**config.mk**
```make
export PLATFORM = sky130hd
export DESIGN_NAME = pga_in_reg_flat
export DESIGN_NICKNAME = d
export VERILOG_FILES = /design/src/hdl/pga_pkg.sv /design/src/hdl/pga_vertex_if.sv /design/src/hdl/pga_in_reg.sv /design/src/flat_wrapper.sv
export SDC_FILE = /design/constraint.sdc
export NUM_CORES = 1
export LEC_CHECK = 0
export BUFFER_PORTS_ARGS = -buffer_cell sky130_fd_sc_hd__buf_2
export CAP_MARGIN = 20
export CORE_UTILIZATION = 25
export DETAILED_ROUTE_END_ITERATION = 16
export PLACE_DENSITY = 0.56
export SKIP_CTS_REPAIR_TIMING = 1
export SLEW_MARGIN = 20
export SYNTH_ARGS = -nofsm -noshare
export SYNTH_HDL_FRONTEND = slang
export SYNTH_SLANG_ARGS = --single-unit
```
**constraint.sdc**
```tcl
create_clock -name clk -period 1.3 [get_ports clk]
set_input_delay 0.195 -clock clk [delete_from_list [all_inputs] [get_ports clk]]
set_output_delay 0.195 -clock clk [all_outputs]
set_load 0.1 [all_outputs]
```
**src/hdl/pga_pkg.sv**
```systemverilog
package pga_pkg;

  // Default geometry and vertex limit
  localparam int MAX_VERTICES_DEF = 1024;
  localparam int COORD_BITS_DEF   = 16;

  // Fixed arithmetic widths of the shoelace sum and the reported area
  localparam int CROSS_BITS   = 43;
  localparam int AREA_BITS    = 42;
  localparam int MIN_VERTICES = 3;

endpackage

```
**src/hdl/pga_vertex_if.sv**
```systemverilog
interface pga_vertex_if #(
  parameter int COORD_BITS = pga_pkg::COORD_BITS_DEF
);
  logic                         valid;
  logic                         ready;
  logic signed [COORD_BITS-1:0] vertex_x;
  logic signed [COORD_BITS-1:0] vertex_y;
  logic                         is_last;

  modport source (output valid, vertex_x, vertex_y, is_last, input ready);
  modport sink   (input valid, vertex_x, vertex_y, is_last, output ready);
endinterface

```
**src/hdl/pga_in_reg.sv**
```systemverilog
module pga_in_reg (
  input  logic         clk,
  input  logic         rst,
  pga_vertex_if.sink   up,
  pga_vertex_if.source down
);

  logic valid;

  // Load whenever the stage is empty or its transaction moves on this cycle
  assign up.ready   = !valid || down.ready;
  assign down.valid = valid;

  always_ff @(posedge clk) begin
    if (rst) begin
      valid <= 1'b0;
    end else if (up.ready) begin
      valid <= up.valid;
    end
  end

  always_ff @(posedge clk) begin
    if (up.ready && up.valid) begin
      down.vertex_x <= up.vertex_x;
      down.vertex_y <= up.vertex_y;
      down.is_last  <= up.is_last;
    end
  end

endmodule

```
**src/flat_wrapper.sv**
```systemverilog
// flat-port wrapper written by rule: the top's interface ports become plain ports
module pga_in_reg_flat 
  (clk, rst, up_valid, up_vertex_x, up_vertex_y, up_is_last, up_ready, down_valid, down_vertex_x, down_vertex_y, down_is_last, down_ready);
  pga_vertex_if up_i ();
  pga_vertex_if down_i ();
  input  logic clk;
  input  logic rst;
  input wire logic [$bits(up_i.valid)-1:0] up_valid;
  input wire logic [$bits(up_i.vertex_x)-1:0] up_vertex_x;
  input wire logic [$bits(up_i.vertex_y)-1:0] up_vertex_y;
  input wire logic [$bits(up_i.is_last)-1:0] up_is_last;
  output wire logic [$bits(up_i.ready)-1:0] up_ready;
  output wire logic [$bits(down_i.valid)-1:0] down_valid;
  output wire logic [$bits(down_i.vertex_x)-1:0] down_vertex_x;
  output wire logic [$bits(down_i.vertex_y)-1:0] down_vertex_y;
  output wire logic [$bits(down_i.is_last)-1:0] down_is_last;
  input wire logic [$bits(down_i.ready)-1:0] down_ready;
  assign up_i.valid = up_valid;
  assign up_i.vertex_x = up_vertex_x;
  assign up_i.vertex_y = up_vertex_y;
  assign up_i.is_last = up_is_last;
  assign up_ready = up_i.ready;
  assign down_valid = down_i.valid;
  assign down_vertex_x = down_i.vertex_x;
  assign down_vertex_y = down_i.vertex_y;
  assign down_is_last = down_i.is_last;
  assign down_i.ready = down_ready;
  pga_in_reg u_core (.clk(clk), .rst(rst), .up(up_i), .down(down_i));
endmodule
```
==> Implementation_results.wiki <==
{| class="wikitable"
! Metric !! Value
|-
| Net count after synthesis || 75
|-
| Number of primary I/O pins || between 70 and 80
|-
| PortBufs || 71
|-
| Worst Hold Class || in2reg
|-
| Mean number of vias per cell || 3.87
|-
| Number of max-cap violations || 0
|-
| Start-to-end type of the worst setup path || reg2out
|-
| Final layout net count || 154
|-
| Endpoints failing hold || 0
|-
| Final antenna-violating net count || 0
|-
| Number of diodes added for antenna fixing || 0
|-
| Non-filler cells, final || around 170
|-
| Actual transition at the worst max-transition pin || 0.495 ns
|-
| Run status || completed
|-
| Detailed-route via count || 650
|-
| Kind of start point of the critical path || flip-flop
|-
| Area of the core region || 4000 um^2
|-
| Final core utilization || 39.8%
|-
| Count of final setup violators || 0
|-
| Via count of the first global-routing pass || between 600 and 700
|-
| Worst vdd rail ir drop || ~0.00085 V
|-
| Highest fanout seen on the critical path || 2
|-
| Antenna violations before repair || 0
|-
| Normalized max-slew margin || 67.2%
|-
| Arr. time, crit path || ~1.1 ns
|-
| Total length of routed wires || ~1.9 mm
|-
| Count of state elements after synthesis || 34
|-
| Router iterations before antenna repair || 3
|-
| Clock Latency Late Sink || 0.28 ns
|-
| Ratio of total power to cell area || 1660 nW/um^2
|-
| Clock transition at the registers of the reported paths || 0.07 ns
|-
| Number of buffers and inverters on the critical path || 1
|-
| Dpl cell area || 1500 um^2
|-
| Commonest non-fill, non-tap cell in the layout || sky130_fd_sc_hd__buf_2
|-
| Layout Area Growth over Synthesis || 52.0%
|-
| Achievable Freq || around 800 MHz
|-
| Tightest hold margin || 0.0584 ns
|-
| Placer Congestion || 0.670
|-
| Register area share after synthesis || 96.7%
|-
| Num rows || 23
|-
| Count of pins over their slew limit || 0
|-
| Clock skew after layout || 0.00851 ns
|-
| Most used cells in the layout excluding fill and tap cells || sky130_fd_sc_hd__buf_2, sky130_fd_sc_hd__edfxtp_1, sky130_fd_sc_hd__clkbuf_8
|-
| Number of filler cells placed in the layout || 376
|-
| Family of cells with the greatest summed delay on the critical path || buffers and inverters
|-
| Cell count after synthesis || 38
|-
| Die Y || 66.7 um
|-
| Cells along the critical path || buf_2
|-
| Deepest clock path buffer count || 2
|-
| Number of sinks handled by clock tree synthesis || 34
|-
| Root cell of the clock tree || sky130_fd_sc_hd__clkbuf_8
|-
| Average wire per cell in the routed design || around 11 um
|-
| Part of the power in registers || 48.8%
|-
| Die W || 66.7 um
|-
| Die Area || 4450 um^2
|-
| Global-route wire length before repair || 2.64 mm
|-
| Pin count of the biggest net entering global routing || 34
|-
| Minimum clock period || 1.25 ns
|-
| Max H-tree Level || 2
|-
| Post-synth design cell area || 1050 um^2
|-
| Cell internal pwr || 1.75 mW
|-
| RSZ-0062 raised after global routing || false
|-
| Sw Share || between 30% and 40%
|-
| Setup slack of the critical path after layout || 0.0450 ns
|-
| Synth cell types || 6
|-
| TritonCTS buffer count || 5
|-
| Initial core utilization || a little over a quarter
|-
| HPWL reported at the end of detailed placement || between 1 and 1.5 mm
|-
| Mean area per synthesized cell || 27.5 um^2
|-
| Clock share of power || ~28%
|-
| Maximum cell stage delay along the critical path || 0.42 ns
|-
| Element type at the critical path end || output port
|-
| Layout cell share with drive strength beyond 1 || 70.3%
|-
| Cell count after placement || 160
|-
| Residual DRC || 0
|-
| GRT Total Usage || slightly below 9%
|-
| Accumulated negative setup slack || 0 ns
|-
| Overall power || between 2 and 3 mW
|-
| Iteration-0 DRC count of the detailed router || 13
|-
| Yosys warning total || 0
|-
| Comb power frac || 23.2%
|-
| Remaining global-route overflow || 0
|-
| Clock tree from TritonCTS || done
|-
| Non-Filler Cell Area, Final || about 1600 um^2
|-
| Switching pwr || 0.898 mW
|-
| Period utilization || 96.5%
|-
| Static leakage power || a little under 0.7 nW
|-
| Minimum setup slack after placement || 0.200 ns
|-
| CP max stage cell || sky130_fd_sc_hd__buf_2
|-
| Critical path data required time || approximately 1.1 ns
|}
-- cell families (layout without fill, tap and decap cells) --
group / count (synthesis) / after routing / synth area share (%)
buf+inv: 1 / 81 / 0.359
flops: 34 / 34 / 96.7
simple gates: 2 / 2 / 2.15
compound gates: 1 / 1 / 0.837
-- flip-flops by register name, indices dropped and copies added (netlist names) --
name                  flops
u_core.down.vertex_y     16
u_core.down.is_last       1
u_core.down.vertex_x     16
u_core.down.valid         1
-- final timing paths --
kind / startpoint / to / slack, ns / depth (start not counted)
setup reg to reg: u_core.down.valid$_SDFFE_PP0P_ / u_core.down.vertex_y[7]$_DFFE_PP_ / 0.19 / 3
setup / recovery: u_core.down.valid$_SDFFE_PP0P_ / down_valid / 0.05 / 1
hold / removal: rst / u_core.down.valid$_SDFFE_PP0P_ / 0.06 / 2
hold reg to reg: u_core.down.valid$_SDFFE_PP0P_ / u_core.down.valid$_SDFFE_PP0P_ / 0.52 / 2
-- cell type report --
cell class	count	area, um^2	share of cell area (%)
timing repair buffer	72	390	24.5
sequential	34	1010	63.8
tap	50	62.6	3.93
inverter	1	3.75	0.236
multi-input combinational	3	31.3	1.97
clock inverter	2	15.0	0.944
clock buffer	6	72.6	4.56
-- Yosys cell counts --
cell type                  count  area (um^2)
sky130_fd_sc_hd__edfxtp_1     33          991
sky130_fd_sc_hd__a21oi_2       1         8.76
sky130_fd_sc_hd__and2_4        1         8.76
sky130_fd_sc_hd__dfxtp_1       1         20.0
sky130_fd_sc_hd__inv_1         1         3.75
sky130_fd_sc_hd__nand2b_4      1         13.8
-- per-layer routing --
layer | vias to the layer above | wire length (um) | track usage, %
met2 | 51 | 870 | 13.6
met5 | - | 0 | 0
met1 | 287 | 702 | 8.32
met4 | 0 | 44 | 5.59
met3 | 6 | 268 | 6.34
li1 | 306 | - | -
-- power by group through the flow --
stage / clock [mW] / combinational, mW / sequential (mW)
final: 0.741 / 0.615 / 1.29
after global routing: 0.813 / 0.633 / 1.30
after CTS: 0.772 / 0.619 / 1.29
after detailed placement: 0 / 0.621 / 1.32
after global placement: 0 / 0.616 / 1.31
after floorplan: 0 / 0.0378 / 1.77
(Power assumes the default switching activity.)
